File: src/rtl/linked_cell_neighbor_enumerator_unit_assert.svh
// assertion macros for the linked-cell neighbor enumerator
`ifndef LINKED_CELL_NEIGHBOR_ENUMERATOR_UNIT_ASSERT_SVH
`define LINKED_CELL_NEIGHBOR_ENUMERATOR_UNIT_ASSERT_SVH

`ifndef ASSERT_OFF
`define LCNE_ASSERT(label, clk, rst, prop) \
   label: assert property (@(posedge clk) disable iff (rst) prop) \
      else $error("lcne assertion failed");
`define LCNE_ASSERT_NEVER(label, clk, rst, expr) \
   label: assert property (@(posedge clk) disable iff (rst) !(expr)) \
      else $error("lcne forbidden condition seen");
`else
`define LCNE_ASSERT(label, clk, rst, prop)
`define LCNE_ASSERT_NEVER(label, clk, rst, expr)
`endif

`endif

File: src/rtl/lcne_pkg.sv
// shared widths, register map and offset codes of the neighbor enumerator
`timescale 1ns / 1ps

package lcne_pkg;

   // payload widths
   localparam int COORD_W = 6;
   localparam int GRID_W  = 7;
   localparam int INDEX_W = 18;

   // configuration port
   localparam int ADDR_W = 4;
   localparam int DATA_W = 32;

   localparam int DEFAULT_MAX_DIM = 64;

   // register indexes (paddr[3:2])
   localparam logic [1:0] REG_GRID_X = 2'd0;
   localparam logic [1:0] REG_GRID_Y = 2'd1;
   localparam logic [1:0] REG_GRID_Z = 2'd2;

   // neighbor offset codes, in the order they are walked
   localparam logic [1:0] OFF_ZERO  = 2'd0;
   localparam logic [1:0] OFF_PLUS  = 2'd1;
   localparam logic [1:0] OFF_MINUS = 2'd2;

endpackage

File: src/rtl/lcne_intf.sv
// request and response channel interfaces of the neighbor enumerator
`timescale 1ns / 1ps

interface lcne_req_if;
   logic                         valid;
   logic                         ready;
   logic [lcne_pkg::COORD_W-1:0] cell_x;
   logic [lcne_pkg::COORD_W-1:0] cell_y;
   logic [lcne_pkg::COORD_W-1:0] cell_z;

   modport source (output valid, output cell_x, output cell_y, output cell_z, input ready);
   modport sink (input valid, input cell_x, input cell_y, input cell_z, output ready);
endinterface

interface lcne_rsp_if;
   logic                         valid;
   logic                         ready;
   logic [lcne_pkg::INDEX_W-1:0] neighbor_index;
   logic                         last;
   logic                         bad_cell;

   modport source (output valid, output neighbor_index, output last, output bad_cell,
                   input ready);
   modport sink (input valid, input neighbor_index, input last, input bad_cell,
                 output ready);
endinterface

File: src/rtl/linked_cell_neighbor_enumerator_unit.sv
// linked-cell 27-neighbor stencil enumerator: sequencer and index pipeline
// the first result of a request reaches rsp through stage 1, stage 2 and the stage 3 response register
// throughput: one neighbor index per cycle while rsp is ready; a request gives 27, 18 or 9 indexes
//   (fewer planes at the z boundaries or with one plane) and a single index for a bad cell
// the next request is taken in the cycle the current one issues its last index
// reset (synchronous, high) sets all three grid sizes to 1 and empties the pipe
`timescale 1ns / 1ps
`include "linked_cell_neighbor_enumerator_unit_assert.svh"

module linked_cell_neighbor_enumerator_unit #(
   parameter int MAX_DIM = lcne_pkg::DEFAULT_MAX_DIM
) (
   input  logic                        clock,
   input  logic                        reset,
   lcne_req_if.sink                    req_chan,
   lcne_rsp_if.source                  rsp_chan,
   input  logic                        psel,
   input  logic                        penable,
   input  logic                        pwrite,
   input  logic [lcne_pkg::ADDR_W-1:0] paddr,
   input  logic [lcne_pkg::DATA_W-1:0] pwdata,
   output logic [lcne_pkg::DATA_W-1:0] prdata,
   output logic                        pready
);

   localparam int GW     = lcne_pkg::GRID_W;
   localparam int TERM_W = 2 * GW + 1;
   localparam int PROD_W = GW + TERM_W + 1;
   // saturation limit as seen through a register of GRID_W bits
   localparam int SAT_DIM = (MAX_DIM > (2 ** GW) - 1) ? (2 ** GW) - 1 : MAX_DIM;

   // ---------------------------------------------------------------------------
   // configuration registers
   // ---------------------------------------------------------------------------
   logic [GW-1:0] grid_x_ff, grid_y_ff, grid_z_ff;
   logic          csr_write;

   assign csr_write = psel && penable && pwrite;
   assign pready    = 1'b1;

   always_ff @(posedge clock) begin
      if (reset) begin
         grid_x_ff <= GW'(1);
         grid_y_ff <= GW'(1);
         grid_z_ff <= GW'(1);
      end else if (csr_write) begin
         case (paddr[3:2])
            lcne_pkg::REG_GRID_X: grid_x_ff <= pwdata[GW-1:0];
            lcne_pkg::REG_GRID_Y: grid_y_ff <= pwdata[GW-1:0];
            lcne_pkg::REG_GRID_Z: grid_z_ff <= pwdata[GW-1:0];
            default: ;
         endcase
      end
   end

   always_comb begin
      case (paddr[3:2])
         lcne_pkg::REG_GRID_X: prdata = {{(lcne_pkg::DATA_W - GW){1'b0}}, grid_x_ff};
         lcne_pkg::REG_GRID_Y: prdata = {{(lcne_pkg::DATA_W - GW){1'b0}}, grid_y_ff};
         lcne_pkg::REG_GRID_Z: prdata = {{(lcne_pkg::DATA_W - GW){1'b0}}, grid_z_ff};
         default:              prdata = '0;
      endcase
   end

   // effective sizes, clamped to the largest supported grid
   function automatic logic [GW-1:0] sat_dim(input logic [GW-1:0] r);
      return (r > GW'(SAT_DIM)) ? GW'(SAT_DIM) : r;
   endfunction

   // one periodic step: zero, plus one or minus one, wrapped into 0..n-1
   function automatic logic [GW-1:0] wrap_off(input logic [GW-1:0] c,
                                              input logic [GW-1:0] n,
                                              input logic [1:0]    code);
      logic [GW-1:0] res;
      res = c;
      case (code)
         lcne_pkg::OFF_PLUS:  res = (c + GW'(1) >= n) ? '0 : c + GW'(1);
         lcne_pkg::OFF_MINUS: res = (c == '0) ? n - GW'(1) : c - GW'(1);
         default:             res = c;
      endcase
      return res;
   endfunction

   logic [GW-1:0] gx_eff, gy_eff, gz_eff;
   assign gx_eff = sat_dim(grid_x_ff);
   assign gy_eff = sat_dim(grid_y_ff);
   assign gz_eff = sat_dim(grid_z_ff);

   // ---------------------------------------------------------------------------
   // pipeline advance: every stage moves when the output slot frees up
   // ---------------------------------------------------------------------------
   logic s3_valid_ff;
   logic advance;
   assign advance = !s3_valid_ff || rsp_chan.ready;

   // ---------------------------------------------------------------------------
   // sequencer: walks plane, dx, dy for the request it holds
   // ---------------------------------------------------------------------------
   logic          busy_ff;
   logic [GW-1:0] x_ff, y_ff, z_ff;
   logic          bad_ff, has_lo_ff;
   logic [1:0]    last_pl_ff;
   logic [1:0]    pl_ff, dx_ff, dy_ff;

   logic          issue, seq_last, accept;
   logic [GW-1:0] req_x, req_y, req_z;
   logic          req_bad, req_lo, req_hi;
   logic [GW-1:0] plane_z;

   assign req_x   = GW'(req_chan.cell_x);
   assign req_y   = GW'(req_chan.cell_y);
   assign req_z   = GW'(req_chan.cell_z);
   assign req_bad = (req_x >= gx_eff) || (req_y >= gy_eff) || (req_z >= gz_eff);
   assign req_lo  = (req_z != '0);
   assign req_hi  = (req_z + GW'(1) < gz_eff);

   assign issue    = busy_ff && advance;
   assign seq_last = bad_ff || ((pl_ff == last_pl_ff) && (dx_ff == lcne_pkg::OFF_MINUS)
                                && (dy_ff == lcne_pkg::OFF_MINUS));
   // take the next request while the current one hands out its last index
   assign req_chan.ready = !busy_ff || (issue && seq_last);
   assign accept         = req_chan.valid && req_chan.ready;

   // plane order: own plane, then below (if any), then above (if any)
   always_comb begin
      case (pl_ff)
         2'd0:    plane_z = z_ff;
         2'd1:    plane_z = has_lo_ff ? z_ff - GW'(1) : z_ff + GW'(1);
         default: plane_z = z_ff + GW'(1);
      endcase
   end

   always_ff @(posedge clock) begin
      if (reset) begin
         busy_ff <= 1'b0;
      end else if (accept) begin
         busy_ff <= 1'b1;
      end else if (issue && seq_last) begin
         busy_ff <= 1'b0;
      end
   end

   always_ff @(posedge clock) begin
      if (accept) begin
         x_ff       <= req_x;
         y_ff       <= req_y;
         z_ff       <= req_z;
         bad_ff     <= req_bad;
         has_lo_ff  <= req_lo;
         last_pl_ff <= 2'({1'b0, req_lo}) + 2'({1'b0, req_hi});
         pl_ff      <= 2'd0;
         dx_ff      <= lcne_pkg::OFF_ZERO;
         dy_ff      <= lcne_pkg::OFF_ZERO;
      end else if (issue && !seq_last) begin
         if (dy_ff == lcne_pkg::OFF_MINUS) begin
            dy_ff <= lcne_pkg::OFF_ZERO;
            if (dx_ff == lcne_pkg::OFF_MINUS) begin
               dx_ff <= lcne_pkg::OFF_ZERO;
               pl_ff <= pl_ff + 2'd1;
            end else begin
               dx_ff <= dx_ff + 2'd1;
            end
         end else begin
            dy_ff <= dy_ff + 2'd1;
         end
      end
   end

   // ---------------------------------------------------------------------------
   // stage 1: wrapped neighbor coordinates
   // ---------------------------------------------------------------------------
   logic          s1_valid_ff, s1_last_ff, s1_bad_ff;
   logic [GW-1:0] s1_x_ff, s1_y_ff, s1_z_ff;

   always_ff @(posedge clock) begin
      if (reset) begin
         s1_valid_ff <= 1'b0;
      end else if (advance) begin
         s1_valid_ff <= issue;
      end
   end

   always_ff @(posedge clock) begin
      if (advance) begin
         s1_x_ff    <= wrap_off(x_ff, gx_eff, dx_ff);
         s1_y_ff    <= wrap_off(y_ff, gy_eff, dy_ff);
         s1_z_ff    <= plane_z;
         s1_last_ff <= seq_last;
         s1_bad_ff  <= bad_ff;
      end
   end

   // ---------------------------------------------------------------------------
   // stage 2: row term y + ny*z
   // ---------------------------------------------------------------------------
   logic              s2_valid_ff, s2_last_ff, s2_bad_ff;
   logic [GW-1:0]     s2_x_ff;
   logic [TERM_W-1:0] s2_term_ff;

   always_ff @(posedge clock) begin
      if (reset) begin
         s2_valid_ff <= 1'b0;
      end else if (advance) begin
         s2_valid_ff <= s1_valid_ff;
      end
   end

   always_ff @(posedge clock) begin
      if (advance) begin
         s2_x_ff    <= s1_x_ff;
         s2_term_ff <= TERM_W'(gy_eff) * TERM_W'(s1_z_ff) + TERM_W'(s1_y_ff);
         s2_last_ff <= s1_last_ff;
         s2_bad_ff  <= s1_bad_ff;
      end
   end

   // ---------------------------------------------------------------------------
   // stage 3: linear index x + nx*term, held as the response register
   // ---------------------------------------------------------------------------
   logic [PROD_W-1:0]            s3_full;
   logic [lcne_pkg::INDEX_W-1:0] s3_index_ff;
   logic                         s3_last_ff, s3_bad_ff;

   assign s3_full = PROD_W'(gx_eff) * PROD_W'(s2_term_ff) + PROD_W'(s2_x_ff);

   always_ff @(posedge clock) begin
      if (reset) begin
         s3_valid_ff <= 1'b0;
      end else if (advance) begin
         s3_valid_ff <= s2_valid_ff;
      end
   end

   always_ff @(posedge clock) begin
      if (advance) begin
         // a bad cell reports index zero
         s3_index_ff <= s2_bad_ff ? '0 : s3_full[lcne_pkg::INDEX_W-1:0];
         s3_last_ff  <= s2_last_ff;
         s3_bad_ff   <= s2_bad_ff;
      end
   end

   assign rsp_chan.valid          = s3_valid_ff;
   assign rsp_chan.neighbor_index = s3_index_ff;
   assign rsp_chan.last           = s3_last_ff;
   assign rsp_chan.bad_cell       = s3_bad_ff;

   // ---------------------------------------------------------------------------
   // checks
   // ---------------------------------------------------------------------------
   `LCNE_ASSERT(a_bad_is_single, clock, reset,
                (s3_valid_ff && s3_bad_ff) |-> (s3_last_ff && (s3_index_ff == '0)))
   `LCNE_ASSERT(a_accept_when_free, clock, reset,
                accept |-> (!busy_ff || (issue && seq_last)))
   `LCNE_ASSERT(a_hold_on_stall, clock, reset,
                (busy_ff && !advance && !accept) |=>
                   ($stable(pl_ff) && $stable(dx_ff) && $stable(dy_ff)))
   `LCNE_ASSERT_NEVER(a_plane_range, clock, reset,
                      busy_ff && (pl_ff > last_pl_ff))

endmodule
File: src/flat_wrapper.sv
// flat-port wrapper written by rule: the top's interface ports become plain ports
module linked_cell_neighbor_enumerator_unit_flat 
#(
   parameter int MAX_DIM = lcne_pkg::DEFAULT_MAX_DIM
)
  (clock, reset, psel, penable, pwrite, paddr, pwdata, prdata, pready, req_chan_valid, req_chan_cell_x, req_chan_cell_y, req_chan_cell_z, req_chan_ready, rsp_chan_valid, rsp_chan_neighbor_index, rsp_chan_last, rsp_chan_bad_cell, rsp_chan_ready);
  lcne_req_if req_chan_i ();
  lcne_rsp_if rsp_chan_i ();
  input  logic clock;
  input  logic reset;
  input  logic psel;
  input  logic penable;
  input  logic pwrite;
  input  logic [lcne_pkg::ADDR_W-1:0] paddr;
  input  logic [lcne_pkg::DATA_W-1:0] pwdata;
  output logic [lcne_pkg::DATA_W-1:0] prdata;
  output logic pready;
  input wire logic [$bits(req_chan_i.valid)-1:0] req_chan_valid;
  input wire logic [$bits(req_chan_i.cell_x)-1:0] req_chan_cell_x;
  input wire logic [$bits(req_chan_i.cell_y)-1:0] req_chan_cell_y;
  input wire logic [$bits(req_chan_i.cell_z)-1:0] req_chan_cell_z;
  output wire logic [$bits(req_chan_i.ready)-1:0] req_chan_ready;
  output wire logic [$bits(rsp_chan_i.valid)-1:0] rsp_chan_valid;
  output wire logic [$bits(rsp_chan_i.neighbor_index)-1:0] rsp_chan_neighbor_index;
  output wire logic [$bits(rsp_chan_i.last)-1:0] rsp_chan_last;
  output wire logic [$bits(rsp_chan_i.bad_cell)-1:0] rsp_chan_bad_cell;
  input wire logic [$bits(rsp_chan_i.ready)-1:0] rsp_chan_ready;
  assign req_chan_i.valid = req_chan_valid;
  assign req_chan_i.cell_x = req_chan_cell_x;
  assign req_chan_i.cell_y = req_chan_cell_y;
  assign req_chan_i.cell_z = req_chan_cell_z;
  assign req_chan_ready = req_chan_i.ready;
  assign rsp_chan_valid = rsp_chan_i.valid;
  assign rsp_chan_neighbor_index = rsp_chan_i.neighbor_index;
  assign rsp_chan_last = rsp_chan_i.last;
  assign rsp_chan_bad_cell = rsp_chan_i.bad_cell;
  assign rsp_chan_i.ready = rsp_chan_ready;
  linked_cell_neighbor_enumerator_unit #(.MAX_DIM(MAX_DIM)) u_core (.clock(clock), .reset(reset), .req_chan(req_chan_i), .rsp_chan(rsp_chan_i), .psel(psel), .penable(penable), .pwrite(pwrite), .paddr(paddr), .pwdata(pwdata), .prdata(prdata), .pready(pready));
endmodule
File: config.mk
export PLATFORM = sky130hd
export DESIGN_NAME = linked_cell_neighbor_enumerator_unit_flat
export DESIGN_NICKNAME = d
export VERILOG_FILES = /design/src/rtl/lcne_pkg.sv /design/src/rtl/lcne_intf.sv /design/src/rtl/linked_cell_neighbor_enumerator_unit.sv /design/src/flat_wrapper.sv
export VERILOG_INCLUDE_DIRS = /design/src /design/src/rtl
export SDC_FILE = /design/constraint.sdc
export NUM_CORES = 1
export LEC_CHECK = 0
export CORE_ASPECT_RATIO = 1.75
export CORE_MARGIN = 5
export CORE_UTILIZATION = 60
export DETAILED_ROUTE_END_ITERATION = 10
export DONT_BUFFER_PORTS = 1
export GPL_TIMING_DRIVEN = 0
export PLACE_DENSITY = 0.79
export SETUP_SLACK_MARGIN = 0.02
export SYNTH_ARGS = -nofsm -noshare
export SYNTH_HDL_FRONTEND = slang
export SYNTH_SLANG_ARGS = --single-unit
File: constraint.sdc
create_clock -name clock -period 4.7 [get_ports clock]
set_input_delay 0.47 -clock clock [delete_from_list [all_inputs] [get_ports clock]]
set_output_delay 0.47 -clock clock [all_outputs]
set_load 0.01 [all_outputs]
# Word-level counts from Yosys, hierarchy flattened
# Cells that the tools add are included.
# W data, S select, Z words.
totals:
  ff_bits: 120
  in_bits: 61
op_classes:
  order_cmp: 9
  n_eq_ne: 8
  n_mux: 16
  add_sub_neg: 15
  reduce_logical: 27
  mul: 2
ops:
  columns: ["cell", "n"]
  rows:
  - ["$mux W7", 8]
  - ["$pmux W7 S2", 3]
  - ["$add A6 B1 Y7 const B", 4]
  - ["$ge A6 B7 Y1", 3]
  - ["$gt A7 B7 Y1 const B", 3]
  - ["$pmux W7 S3", 1]
  - ["$sub A6 B1 Y7 const B", 3]
  - ["$add A18 B7 Y18", 1]
  - ["$mul A7 B15 Y18", 1]
  - ["$add A14 B7 Y15", 1]
  - ["$ge A7 B7 Y1", 2]
  - ["$logic_not A7 Y1", 2]
  - ["$mul A7 B7 Y14", 1]
  - ["$sub A7 B1 Y7 const B", 2]
  - ["$eq A2 B1 Y1 const B", 4]
  - ["$logic_and A1 B1 Y1", 8]
  - ["$reduce_and A2 Y1", 4]
  - ["$lt A7 B7 Y1", 1]
  - ["$reduce_bool A7 Y1", 1]
  - ["$add A2 B1 Y2 const B", 3]
  - ["$eq A2 B2 Y1 const B", 3]
  - ["$logic_or A1 B1 Y1", 5]
  - ["$logic_not A2 Y1", 2]
  - ["$mux W2", 2]
  - ["6 further kinds", 9]

# Longest topological paths before layout
# Gate-level depths: netlist of the first run.
logic_depth:
  word_depth: 8
  depth_mapped: 19
  mapped_depth_nobuf: 17

# Least setup slack after synthesis of the first run
# OpenSTA, ideal clock, no wires.
synth_timing:
  kind: "register -> register"
  start: "register u_core.grid_x_ff[6]"
  end: "register u_core.s3_index_ff, in the netlist u_core.rsp_chan.neighbor_index[10] (data pin)"
  slack_ns: -0.235
  n_path_buf: 2
  setup_time_ns: 0.260
  path_stages_with_launch: 18
  arrival_time_ns: 4.676
  cell_sequence: "dfxtp_1 -> clkbuf_1 -> clkbuf_1 -> nand2_1 -> fa_1 -> fa_1 -> inv_1 -> fa_1 -> inv_1 -> fa_1 -> inv_1 -> ha_1 -> a21o_1 -> a21oi_1 -> nand2_1 -> a21o_1 -> a21oi_1 -> mux2_2"
synth_between:
  elab_chain_cells: 4
synth_lines:
  columns: ["item", "line", "text"]
  rows:
  - ["start, declared", "linked_cell_neighbor_enumerator_unit.sv:35", "logic [GW-1:0] grid_x_ff, grid_y_ff, grid_z_ff;"]
  - ["start signal, assigned", "linked_cell_neighbor_enumerator_unit.sv:48", "lcne_pkg::REG_GRID_X: grid_x_ff <= pwdata[GW-1:0];"]
  - ["$gt A7 B7 Y1", "linked_cell_neighbor_enumerator_unit.sv:67", "return (r > GW'(SAT_DIM)) ? GW'(SAT_DIM) : r;"]
  - ["$mux W7 (*)", "linked_cell_neighbor_enumerator_unit.sv:67", null]
  - ["$mul A7 B15 Y18 (*)", "linked_cell_neighbor_enumerator_unit.sv:224", "assign s3_full = PROD_W'(gx_eff) * PROD_W'(s2_term_ff) + PROD_W'(s2_x_ff);"]
  - ["$add A18 B7 Y18 (*)", "linked_cell_neighbor_enumerator_unit.sv:224", null]
  - ["end signal, assigned", "linked_cell_neighbor_enumerator_unit.sv:237", "s3_index_ff <= s2_bad_ff ? '0 : s3_full[lcne_pkg::INDEX_W-1:0];"]
  - ["end, declared", "linked_cell_neighbor_enumerator_unit.sv:221", "logic [lcne_pkg::INDEX_W-1:0] s3_index_ff;"]
# Every way passes the cells marked *; elsewhere a longest branch is shown, timed or not.
# A chain may end at the register's enable or synchronous reset.

# Final worst setup path of the first run
layout_timing:
  start: "register u_core.grid_x_ff[6]"
  end: "register u_core.s3_index_ff, in the netlist u_core.rsp_chan.neighbor_index[14] (data pin)"
# Same word-level chain as after synthesis.

==> impl_table.tex, run 1 <==
\begin{tabular}{lr}
\hline
Metric & Value \\
\hline
\multicolumn{2}{l}{\textbf{Synth}} \\
Yosys reg bits & 120 \\
Leading area contributor after synthesis & edfxtp\_1 \\
Most used flip-flop cell after synthesis & edfxtp\_1 \\
Sequential cell area fraction in the yosys report & 0.275 \\
Synth cell count leaders & inv\_1, ha\_1, nand2\_1 \\
Area of the mapped netlist & $\sim$12000 um\^{}2 \\
Proportion of netlist area held by the largest area contributor & 0.223 \\
Post-Syn Area per Cell & between 9 and 10 um\^{}2 \\
Share of flip-flops with an asynchronous set or reset after synthesis & 0 \\
Library cell with the highest instance count after synthesis & inv\_1 \\
Number of cells produced by synthesis & between 1000 and 1500 \\
Dominant cells by area after synthesis & edfxtp\_1, fa\_1, ha\_1 \\
Yosys Warn Count & 0 \\
Unique masters post-synth & 66 \\
Number of enable-type register cells in the synthesized netlist & slightly below 90 \\
\multicolumn{2}{l}{\textbf{Min path}} \\
Hold path startpoint & req\_chan\_cell\_z[3] \\
Endpoint of the worst hold path & u\_core.z\_ff[3] \\
Path category of the worst min-delay check & in -> reg \\
Instance count along the most critical hold path & 0 \\
\multicolumn{2}{l}{\textbf{Route}} \\
1st-iter DRT viols & between 500 and 600 \\
Post-detailed-routing wire length & between 20000 and 30000 um \\
DRC & 0 \\
Routed metal-1 wire length & roughly 9700 um \\
Routed wire length on met2 & roughly 16000 um \\
WL per Instance & between 15 and 20 um \\
Number of search-and-repair iterations in the first detailed-routing pass & 6 \\
ANT nets after route & 0 \\
Via count & $\sim$9400 \\
Top routing layer used & met4 \\
Detailed-routed wire length on met3 & 1460 um \\
Number of vias per cell after detailed routing & approximately 5.8 \\
\multicolumn{2}{l}{\textbf{Timing}} \\
Layout Skew & between 0.01 and 0.015 ns \\
Worst hold slack across all endpoints & between 0.1 and 0.15 ns \\
Sum of negative setup slack & 0 ns \\
Slew @ Worst Pin & roughly 0.9 ns \\
Unrepaired setup endpoints after global routing & true \\
Slew Viols, Final & 0 \\
Shortest period the worst path allows & between 4 and 5 ns \\
Top achievable clock speed & around 210 MHz \\
Final-report setup violation count & 0 \\
Worst slew margin relative to its limit & 0.404 \\
Share of the cycle needed by the critical path after routing & 0.996 \\
Final hold violations & 0 \\
\multicolumn{2}{l}{\textbf{Global routing}} \\
Gr ovfl total & 0 \\
Total global-route track usage & 0.255 \\
Vias in the first global route & 10100 \\
Largest net degree at the start of global routing & 70 \\
Global-route wire length before repair & approximately 46000 um \\
Antenna violations before repair & 0 \\
\multicolumn{2}{l}{\textbf{Power and ir drop}} \\
Power density over the cells & 255 nW/um\^{}2 \\
Total chip power & roughly 0.0036 W \\
Maximum vdd drop & $\sim$260 uV \\
Leakage & between 6 and 7 nW \\
\multicolumn{2}{l}{\textbf{Floorplanning}} \\
Number of top-level pins & 116 \\
Initial core utilization & 0.607 \\
Die outline width & 117 um \\
Placement row count & a little under 70 \\
Die Footprint & around 23000 um\^{}2 \\
Core outline area & 19700 um\^{}2 \\
Die height & between 150 and 200 um \\
\multicolumn{2}{l}{\textbf{Worst setup path}} \\
Startpoint Class & flop \\
Max stage delay on crit path & $\sim$0.54 ns \\
Critical path peak fanout & 7 \\
Critical path start-end classification & reg -> reg \\
Cell-by-cell listing of the critical path & buf\_12 -> nor2b\_4 -> buf\_6 -> and2\_4 -> fa\_1 -> inv\_2 -> fa\_1 -> inv\_2 -> fa\_1 -> inv\_2 -> fa\_1 -> inv\_2 -> ha\_4 -> a21o\_1 -> a21oi\_2 -> buf\_4 -> a21oi\_4 -> o41ai\_2 -> xor2\_1 -> nor2\_1 \\
Number of buffer and inverter stages on the critical path & 7 \\
Kind of end point of the critical path & flop \\
Launch instance of the worst register-to-register path & u\_core.grid\_x\_ff[6] \\
Critical-path cell with the highest stage delay & fa\_1 \\
Worst-case register-to-register setup slack & 0.02 ns \\
Delay-heaviest family, CP & adder cells \\
Worst-case reg-to-reg path depth & 20 \\
Data arrival time of the critical path & 4.85 ns \\
Reg2Reg Capture Point & u\_core.rsp\_chan.neighbor\_index[14] \\
Endpoint required time on the critical path & a little under 5 ns \\
\multicolumn{2}{l}{\textbf{Final layout}} \\
Area delta synth->final & 17.0\% \\
Filler cells & approximately 1400 \\
Fraction of layout cells with a size suffix above 1 & 0.170 \\
Multi-input gate area in the final layout & 8130 um\^{}2 \\
Net count, final & between 1500 and 2000 \\
Final design instance area without fill & approximately 14000 um\^{}2 \\
Count of antenna diodes in the layout & 0 \\
Seq. cell area & about 3300 um\^{}2 \\
\multicolumn{2}{l}{\textbf{Clock tree}} \\
Clock latency at the later pin of the worst-skew pair & roughly 0.44 ns \\
CTS tree & yes \\
Total clock sinks & 120 \\
TritonCTS Buffers & 17 \\
CTS clk-pin slew, worst paths & roughly 0.06 ns \\
CTS max path bufs & 2 \\
Root buf cell & clkbuf\_16 \\
Number of levels the H-tree was split into & 4 \\
\multicolumn{2}{l}{\textbf{Status}} \\
Run status & completed \\
\multicolumn{2}{l}{\textbf{Placement}} \\
Weighted congestion reported at the end of routability-driven placement & between 0.9 and 1 \\
Input/output buffers & 0 \\
DP Area & 12500 um\^{}2 \\
Detail Placement HPWL & $\sim$22000 um \\
\multicolumn{2}{l}{\textbf{Run}} \\
Max capacitance violation total & 0 \\
\hline
\end{tabular}
-- power breakdown --
part	internal [W]	switching [W]	leakage, nW	total (W)
logic	0.000452	0.000526	4.84	0.000979
clock network	0.000765	0.000505	0.284	0.00127
registers	0.00122	0.000102	1.20	0.00133
total	0.00244	0.00113	6.33	0.00358
-- worst register-to-register path: cells and delay by family, from the launching register on --
| family | cells | cell delay, ns |
|---|---|---|
| compound gates | 4 | 0.73 |
| xor+xnor | 1 | 0.19 |
| fa+ha+maj | 5 | 2.29 |
| buf+inv | 7 | 0.57 |
| flops | 1 | 0.41 |
| simple gates | 3 | 0.24 |
-- sequential cells by signal, summed over array words and instances, names as in the netlist, 7 cells and up --
signal	cells
u_core.rsp_chan.neighbor_index	18
u_core.s2_term_ff	15
u_core.grid_x_ff	7
u_core.grid_y_ff	7
u_core.grid_z_ff	7
u_core.s1_x_ff	7
u_core.s1_y_ff	7
u_core.s1_z_ff	7
u_core.s2_x_ff	7
-- placed cells by master, fill, tap and decap left out, types with 30 or more instances in the layout --
| master | instances |
|---|---|
| a21oi_1 | 50 |
| and2_1 | 89 |
| buf_4 | 67 |
| edfxtp_1 | 89 |
| fa_1 | 93 |
| ha_1 | 120 |
| inv_1 | 181 |
| nand2_1 | 98 |
| nand3_1 | 30 |
| nor2_1 | 72 |
| xnor2_1 | 35 |
-- worst max path at each step --
stage / start / end / slack (ns) / cells past startpoint
floorplan: u_core.grid_x_ff[6] / u_core.rsp_chan.neighbor_index[16] / 0.03 / 17
global placement: u_core.grid_x_ff[2] / u_core.rsp_chan.neighbor_index[17] / -0.63 / 15
detailed placement: u_core.grid_x_ff[2] / u_core.rsp_chan.neighbor_index[17] / -0.72 / 15
CTS: u_core.grid_y_ff[6] / u_core.s2_term_ff[12] / 0.02 / 16
global route: u_core.grid_x_ff[6] / u_core.rsp_chan.neighbor_index[13] / -0.13 / 17
finish: u_core.grid_x_ff[6] / u_core.rsp_chan.neighbor_index[14] / 0.02 / 20
-- metal layers --
layer	up-vias	track usage
li1	4363	-
met1	4580	0.244
met2	358	0.477
met3	134	0.0479
met4	0	0.165
met5	-	0
-- through the flow --
step	setup WS (ns)	utilization	std cells
4_1_cts	0.0209	0.687	1600
5_1_grt	-0.125	0.711	1623
3_5_place_dp	-0.722	0.631	1544
2_1_floorplan	0.0268	-	1299
3_3_place_gp	-0.625	0.631	1544
6_report	0.0169	0.711	1623
-- area by class of cell --
cell class | instances | area share
multi-input combinational | 914 | 0.579
sequential | 120 | 0.236
inverter | 192 | 0.0516
buffer | 72 | 0.0394
clock buffer | 23 | 0.0364
timing repair buffer | 48 | 0.0306
tap | 245 | 0.0219
clock inverter | 9 | 0.00455
-- logic make-up (layout without fill, tap and decap cells) --
logic type / count (synthesis) / after routing / synth area share
DFF: 120 / 120 / 0.275
other: 2 / 26 / 0.000627
xor gates and xnor gates: 47 / 47 / 0.0343
buffers and inverters: 265 / 344 / 0.0930
and+or+nand+nor: 395 / 395 / 0.168
muxes: 29 / 29 / 0.0243
adders and majority gates: 230 / 230 / 0.301
AOI/OAI and AO/OA: 187 / 187 / 0.104
-- repair_timing --
action | in CTS | in global routing
hold buffers | 0 | 0
setup buffers | 24 | 21
resized for setup | 75 | 87
endpoints found under the setup margin | 17 | 13
pin swaps | 22 | 68
gates cloned | 0 | 4
(Power assumes the default switching activity.)
==> run 2, diff against run 1 <==
CELL_PAD_IN_SITES_DETAIL_PLACEMENT = 0   (was unset)
CELL_PAD_IN_SITES_GLOBAL_PLACEMENT = 1   (was unset)
CORE_UTILIZATION = 46   (was 60)
GPL_TIMING_DRIVEN = unset   (was 0)
PLACE_DENSITY = unset   (was 0.79)
PLACE_DENSITY_LB_ADDON = 0.1   (was unset)
==> impl_table.tex, run 2 (synthesized netlist as in run 1, its figures left out) <==
\begin{tabular}{lr}
\hline
Metric & Value \\
\hline
\multicolumn{2}{l}{\textbf{Worst setup path}} \\
Kind of end point of the critical path & flop \\
Critical path peak fanout & 7 (unchanged) \\
Most prevalent standard cell on the critical path & fa\_1 \\
Worst-case register-to-register setup slack & 0.14 ns (+0.13 ns) \\
Critical-path cell with the highest stage delay & fa\_1 \\
Cell-by-cell listing of the critical path & nor2b\_4 -> clkbuf\_16 -> and2\_4 -> fa\_1 -> inv\_1 -> fa\_1 -> inv\_1 -> fa\_1 -> inv\_2 -> fa\_1 -> inv\_2 -> ha\_4 -> a21o\_1 -> a21oi\_2 -> nand2\_1 -> a21o\_1 -> a21oi\_2 -> mux2\_4 \\
Startpoint Class & flop \\
Endpoint required time on the critical path & 4.89 ns (+0.02 ns) \\
Data arrival time of the critical path & 4.74 ns (-0.11 ns) \\
Critical path start-end classification & reg -> reg \\
Delay-heaviest family, CP & adder cells \\
Max stage delay on crit path & 0.51 ns (-0.03 ns) \\
Number of buffer and inverter stages on the critical path & 5 (-2) \\
\multicolumn{2}{l}{\textbf{Clock tree}} \\
TritonCTS Buffers & 17 (unchanged) \\
CTS tree & yes \\
CTS max path bufs & 2 (unchanged) \\
CTS clk-pin slew, worst paths & 0.06 ns (about the same) \\
Root buf cell & clkbuf\_16 \\
Number of levels the H-tree was split into & 4 (unchanged) \\
Total clock sinks & 120 (unchanged) \\
Clock latency at the later pin of the worst-skew pair & 0.44 ns (about the same) \\
\multicolumn{2}{l}{\textbf{Route}} \\
1st-iter DRT viols & 272 (-49\%) \\
ANT nets after route & 0 (unchanged) \\
Number of vias per cell after detailed routing & 5.20 (-11\%) \\
DRC & 0 (unchanged) \\
Via count & 8781 (-6.9\%) \\
Number of search-and-repair iterations in the first detailed-routing pass & 4 (-2) \\
WL per Instance & 16.5 um (-8.0\%) \\
Post-detailed-routing wire length & 27900 um (-4.4\%) \\
\multicolumn{2}{l}{\textbf{Final layout}} \\
Post-layout util & 0.540 (-0.171) \\
Net count, final & 1646 (-0.60\%) \\
Flip-flop count of the largest register after layout & 18 (unchanged) \\
Most frequent cells in the layout & inv\_1, ha\_1, nand2\_1, buf\_4, fa\_1 \\
Count of antenna diodes in the layout & 0 (unchanged) \\
Filler cells & 2404 (+73\%) \\
Most common cell after layout, fill and taps aside & inv\_1 \\
Seq. cell area & 3300 um\^{}2 (-0.38\%) \\
Multi-input gate area in the final layout & 8020 um\^{}2 (-1.4\%) \\
Fraction of layout cells with a size suffix above 1 & 0.163 (-0.00680) \\
Area delta synth->final & 16.4\% \\
\multicolumn{2}{l}{\textbf{Timing}} \\
Layout Skew & 0.00692 ns (-0.00382 ns) \\
Slew Viols, Final & 0 (unchanged) \\
Final Worst Setup Slack & 0.145 ns (+0.128 ns) \\
Final hold violations & 0 (unchanged) \\
Final-report setup violation count & 0 (unchanged) \\
Top achievable clock speed & 220 MHz (+2.8\%) \\
Worst slew margin relative to its limit & 0.400 (-0.00420) \\
Share of the cycle needed by the critical path after routing & 0.969 (-0.0272) \\
Shortest period the worst path allows & 4.56 ns (-0.128 ns) \\
Unrepaired setup endpoints after global routing & true \\
Slew @ Worst Pin & 0.900 ns (+0.00630 ns) \\
\multicolumn{2}{l}{\textbf{Power and ir drop}} \\
Power density over the cells & 270 nW/um\^{}2 (+6.0\%) \\
Leakage & 6.34 nW (+0.10\%) \\
Total chip power & 0.00377 W (+5.5\%) \\
Maximum vdd drop & 264 uV (+0.84\%) \\
\multicolumn{2}{l}{\textbf{Global routing}} \\
Vias in the first global route & 9245 (-8.3\%) \\
Global-route wire length before repair & 45400 um (-2.1\%) \\
Largest net degree at the start of global routing & 66 (-5.7\%) \\
Total global-route track usage & 0.193 (-0.0621) \\
Antenna violations before repair & 0 (unchanged) \\
Gr ovfl total & 0 (unchanged) \\
\multicolumn{2}{l}{\textbf{Floorplanning}} \\
Die Footprint & 29500 um\^{}2 (+28\%) \\
Placement row count & 78 (+15\%) \\
Die outline width & 132 um (+13\%) \\
Core outline area & 25900 um\^{}2 (+31\%) \\
Number of top-level pins & 116 (unchanged) \\
Initial core utilization & 0.463 (-0.144) \\
Die height & 224 um (+13\%) \\
\multicolumn{2}{l}{\textbf{Placement}} \\
Detail Placement HPWL & 22500 um (+4.3\%) \\
Weighted congestion reported at the end of routability-driven placement & 0.829 (-9.1\%) \\
Input/output buffers & 0 (unchanged) \\
DP Worst Slack & -0.191 ns (+0.531 ns) \\
\multicolumn{2}{l}{\textbf{Status}} \\
Run status & completed \\
\multicolumn{2}{l}{\textbf{Run}} \\
Max capacitance violation total & 0 (unchanged) \\
\multicolumn{2}{l}{\textbf{Min path}} \\
Path category of the worst min-delay check & in -> reg \\
\hline
\end{tabular}
## run 2: cell count changes in the layout (fill, tap and decap cells not counted), moves of 4 or more
| cell | previous run | this run |
|---|---|---|
| buf_2 | 7 | 0 |
| nand2_1 | 98 | 102 |
| nand2_2 | 6 | 2 |
| buf_4 | 67 | 101 |
| clkbuf_16 | 22 | 18 |
| clkbuf_1 | 19 | 1 |
| bufinv_16 | 0 | 4 |
| nor2b_1 | 17 | 22 |
| buf_8 | 6 | 0 |
| dfxtp_1 | 24 | 28 |
| clkbuf_8 | 4 | 0 |
| nor2b_4 | 11 | 5 |
## run 2: timing repair
action / in CTS / in global routing
hold buffers: 0 / 0
endpoints found under the setup margin: 12 / 13
setup buffers: 1 / 9
pin swaps: 5 / 68
gates resized for setup: 18 / 69
gates cloned: 1 / 1
## run 2: cell type report
class,count,share of cell area
Clock buffer,18,0.0308
Inverter,192,0.0516
Clock inverter,14,0.0141
Sequential cell,120,0.237
Multi-Input combinational cell,914,0.574
Timing Repair Buffer,110,0.0638
Tap cell,320,0.0287
## run 2: layer usage
layer / vias up / global-route usage / part of all wire
li1: 4334 / - / -
met1: 4235 / 0.178 / 0.34
met2: 156 / 0.386 / 0.58
met3: 56 / 0.0371 / 0.029
met4: 0 / 0.103 / 0.043
met5: - / 0 / 0
## run 2: through the flow
stage	setup TNS (ns)	hold slack, ns	instances	instance area (um^2)
2_1_floorplan	0	0.400	1299	12100
3_3_place_gp	-0.645	0.401	1645	12900
3_5_place_dp	-0.802	0.406	1645	12900
4_1_cts	-0.0114	0.0626	1679	13600
5_1_grt	-0.0218	0.0716	1688	14000
6_report	0	0.0939	1688	14000
## run 2: final timing paths
kind | cells past startpoint | end | start
min reg2reg | 0 | u_core.s2_x_ff[2] | u_core.s1_x_ff[2]
min | 1 | u_core.busy_ff | reset
max reg2reg | 18 | u_core.rsp_chan.neighbor_index[10] | u_core.grid_x_ff[6]
max | 18 | u_core.rsp_chan.neighbor_index[10] | u_core.grid_x_ff[6]
## run 2: worst register-to-register path: cells and delay by family (launching register included)
family                   cells  cell delay [ns]
AND/OR/NAND/NOR              3             0.33
multiplexers                 1             0.30
flip-flops                   1             0.43
adder cells (fa/ha/maj)      5             2.19
buffers and inverters        5             0.35
AO/OA/AOI/OAI                4             0.70
## run 2: power breakdown
| part | total [W] | switching [W] | leakage (nW) | internal, W |
|---|---|---|---|---|
| registers | 0.00132 | 0.0000942 | 1.20 | 0.00123 |
| logic | 0.00103 | 0.000513 | 4.83 | 0.000517 |
| clock network | 0.00142 | 0.000533 | 0.299 | 0.000891 |
| total | 0.00377 | 0.00114 | 6.34 | 0.00263 |
==> run 3, diff against run 2 <==
CORE_ASPECT_RATIO = 0.8   (was 1.75)
CORE_UTILIZATION = 47   (was 46)
CTS_BUF_LIST = sky130_fd_sc_hd__clkbuf_8   (was unset)
SETUP_SLACK_MARGIN = unset   (was 0.02)
==> impl_table.tex, run 3 (synthesized netlist as in run 1, its figures left out) <==
\begin{tabular}{lr}
\hline
Metric & Value \\
\hline
\multicolumn{2}{l}{\textbf{Status}} \\
Run status & completed \\
\multicolumn{2}{l}{\textbf{Worst setup path}} \\
Critical path peak fanout & 11 (+4) \\
Worst-case reg-to-reg path depth & 19 (+1) \\
Kind of end point of the critical path & flop \\
Data arrival time of the critical path & 4.81 ns (+0.07 ns) \\
Endpoint required time on the critical path & 4.91 ns (+0.02 ns) \\
Critical path start-end classification & reg -> reg \\
Startpoint Class & flop \\
Worst-case register-to-register setup slack & 0.10 ns (-0.04 ns) \\
Reg2Reg Capture Point & u\_core.rsp\_chan.neighbor\_index[10] \\
Source of the critical timing path & u\_core.grid\_x\_ff[6] \\
Launch instance of the worst register-to-register path & u\_core.grid\_x\_ff[6] \\
\multicolumn{2}{l}{\textbf{Timing}} \\
Worst hold slack across all endpoints & 0.0826 ns (-0.0113 ns) \\
Worst slew margin relative to its limit & 0.431 (+0.0316) \\
Final hold violations & 0 (unchanged) \\
Share of the cycle needed by the critical path after routing & 0.978 (+0.00926) \\
Layout Skew & 0.0144 ns (+0.00750 ns) \\
Unrepaired setup endpoints after global routing & true \\
Final-report setup violation count & 0 (unchanged) \\
Slew Viols, Final & 0 (unchanged) \\
Shortest period the worst path allows & 4.60 ns (+0.0435 ns) \\
Slew @ Worst Pin & 0.849 ns (-0.0513 ns) \\
Top achievable clock speed & 217 MHz (-0.95\%) \\
\multicolumn{2}{l}{\textbf{Route}} \\
Number of search-and-repair iterations in the first detailed-routing pass & 5 (+1) \\
Post-detailed-routing wire length & 27600 um (-1.0\%) \\
ANT nets after route & 0 (unchanged) \\
Number of vias per cell after detailed routing & 5.21 (+0.13\%) \\
Via count & 8782 (+0.011\%) \\
DRC & 0 (unchanged) \\
1st-iter DRT viols & 550 (+100\%) \\
WL per Instance & 16.4 um (-0.92\%) \\
\multicolumn{2}{l}{\textbf{Final layout}} \\
Area delta synth->final & 14.4\% \\
Final design instance area without fill & 13700 um\^{}2 (-1.7\%) \\
Most frequent cells in the layout & inv\_1, ha\_1, nand2\_1, fa\_1 \\
Net count, final & 1640 (-0.36\%) \\
Most common cell after layout, fill and taps aside & inv\_1 \\
Post-layout util & 0.543 (+0.00360) \\
Fraction of layout cells with a size suffix above 1 & 0.153 (-0.00956) \\
Flip-flop count of the largest register after layout & 18 (unchanged) \\
Count of antenna diodes in the layout & 0 (unchanged) \\
\multicolumn{2}{l}{\textbf{Clock tree}} \\
Root buf cell & clkbuf\_8 \\
CTS max path bufs & 2 (unchanged) \\
Total clock sinks & 120 (unchanged) \\
Clock latency at the later pin of the worst-skew pair & 0.46 ns (+0.02 ns) \\
CTS clk-pin slew, worst paths & 0.08 ns (+0.02 ns) \\
TritonCTS Buffers & 17 (unchanged) \\
Number of hold-repair buffers added at the cts stage & 0 (unchanged) \\
CTS tree & yes \\
Number of levels the H-tree was split into & 4 (unchanged) \\
\multicolumn{2}{l}{\textbf{Floorplanning}} \\
Die height & 153 um (-32\%) \\
Die Footprint & 28800 um\^{}2 (-2.4\%) \\
Placement row count & 52 (-33\%) \\
Core outline area & 25200 um\^{}2 (-2.4\%) \\
Initial core utilization & 0.475 (+0.0113) \\
Die outline width & 189 um (+43\%) \\
Number of top-level pins & 116 (unchanged) \\
\multicolumn{2}{l}{\textbf{Power and ir drop}} \\
Power density over the cells & 249 nW/um\^{}2 (-7.7\%) \\
Maximum vdd drop & 187 uV (-29\%) \\
Leakage & 6.23 nW (-1.6\%) \\
\multicolumn{2}{l}{\textbf{Global routing}} \\
Total global-route track usage & 0.192 (-0.000683) \\
Gr ovfl total & 0 (unchanged) \\
Global-route wire length before repair & 44900 um (-1.1\%) \\
Largest net degree at the start of global routing & 53 (-20\%) \\
Vias in the first global route & 8582 (-7.2\%) \\
Antenna violations before repair & 0 (unchanged) \\
\multicolumn{2}{l}{\textbf{Min path}} \\
Instance count along the most critical hold path & 1 (unchanged) \\
Path category of the worst min-delay check & in -> reg \\
Endpoint of the worst hold path & u\_core.grid\_y\_ff[6] \\
Hold path startpoint & reset \\
\multicolumn{2}{l}{\textbf{Placement}} \\
Input/output buffers & 0 (unchanged) \\
DP Area & 12900 um\^{}2 (-0.18\%) \\
Detail Placement HPWL & 21500 um (-4.2\%) \\
Weighted congestion reported at the end of routability-driven placement & 0.831 (+0.27\%) \\
\multicolumn{2}{l}{\textbf{Run}} \\
Max capacitance violation total & 0 (unchanged) \\
\hline
\end{tabular}
run 3: cell count changes in the layout (fill, tap and decap cells not counted), sizes merged:
cell | before | now
buf | 109 | 103
clkinvlp | 2 | 0
clkbuf | 19 | 21
inv | 196 | 198
bufinv | 4 | 3
clkinv | 4 | 3
run 3: final cells by class:
type                       instances  area, um^2
clock buffer                      20         275
clock inverter                    12         159
fill                            2321       11500
inverter                         192         721
multi-input combinational        914        7980
sequential                       120        3300
tap                              324         405
timing repair buffer             104         871
run 3: metal layers:
layer	vias up	GRT usage	wire length (um)
li1	4319	-	-
met1	4275	0.299	14500
met2	165	0.273	11400
met3	23	0.0408	1320
met4	0	0.0451	367
met5	-	0	0
run 3: where the power goes:
part	leakage [nW]	internal, W	total (W)	switching [W]
registers	1.20	0.00122	0.00134	0.000113
clock network	0.225	0.000575	0.00106	0.000489
logic	4.81	0.000498	0.00102	0.000521
run 3: critical path: stages (launching register included):
cell	delay [ns]
dfxtp_4	0.40
buf_6	0.11
nor2b_4	0.03
buf_12	0.13
and2_4	0.16
fa_1	0.56
inv_2	0.05
fa_1	0.55
inv_2	0.04
fa_1	0.47
inv_1	0.05
fa_1	0.49
inv_2	0.05
ha_4	0.21
a21o_1	0.18
a21oi_4	0.18
nand2_2	0.07
a21o_1	0.17
a21oi_2	0.14
mux2_4	0.31
run 3: metrics by stage:
stage / total power [W] / setup slack, ns / TNS (ns) / instances
floorplan: 0.00194 / -0.0266 / -0.0266 / 1299
global placement: 0.00228 / -0.188 / -1.05 / 1644
detailed placement: 0.00228 / -0.222 / -1.17 / 1644
CTS: 0.00339 / -0.00817 / -0.0114 / 1680
global route: 0.00365 / -0.0303 / -0.0955 / 1686
finish: 0.00342 / 0.101 / 0 / 1686
run 3: how the worst max path moves through the flow:
stage / to / slack, ns / depth (start not counted)
after floorplan: u_core.rsp_chan.neighbor_index[10] / -0.03 / 18
after global placement: u_core.rsp_chan.neighbor_index[16] / -0.19 / 17
after detailed placement: u_core.rsp_chan.neighbor_index[16] / -0.22 / 17
after CTS: u_core.rsp_chan.neighbor_index[10] / -0.008 / 18
after global routing: u_core.rsp_chan.neighbor_index[15] / -0.03 / 16
final: u_core.rsp_chan.neighbor_index[10] / 0.10 / 19
run 3: what timing repair did:
action,CTS,global route
setup buffers,4,5
pin swaps,15,46
resized for setup,24,52
cloned,0,1
setup endpoints to repair,12,13
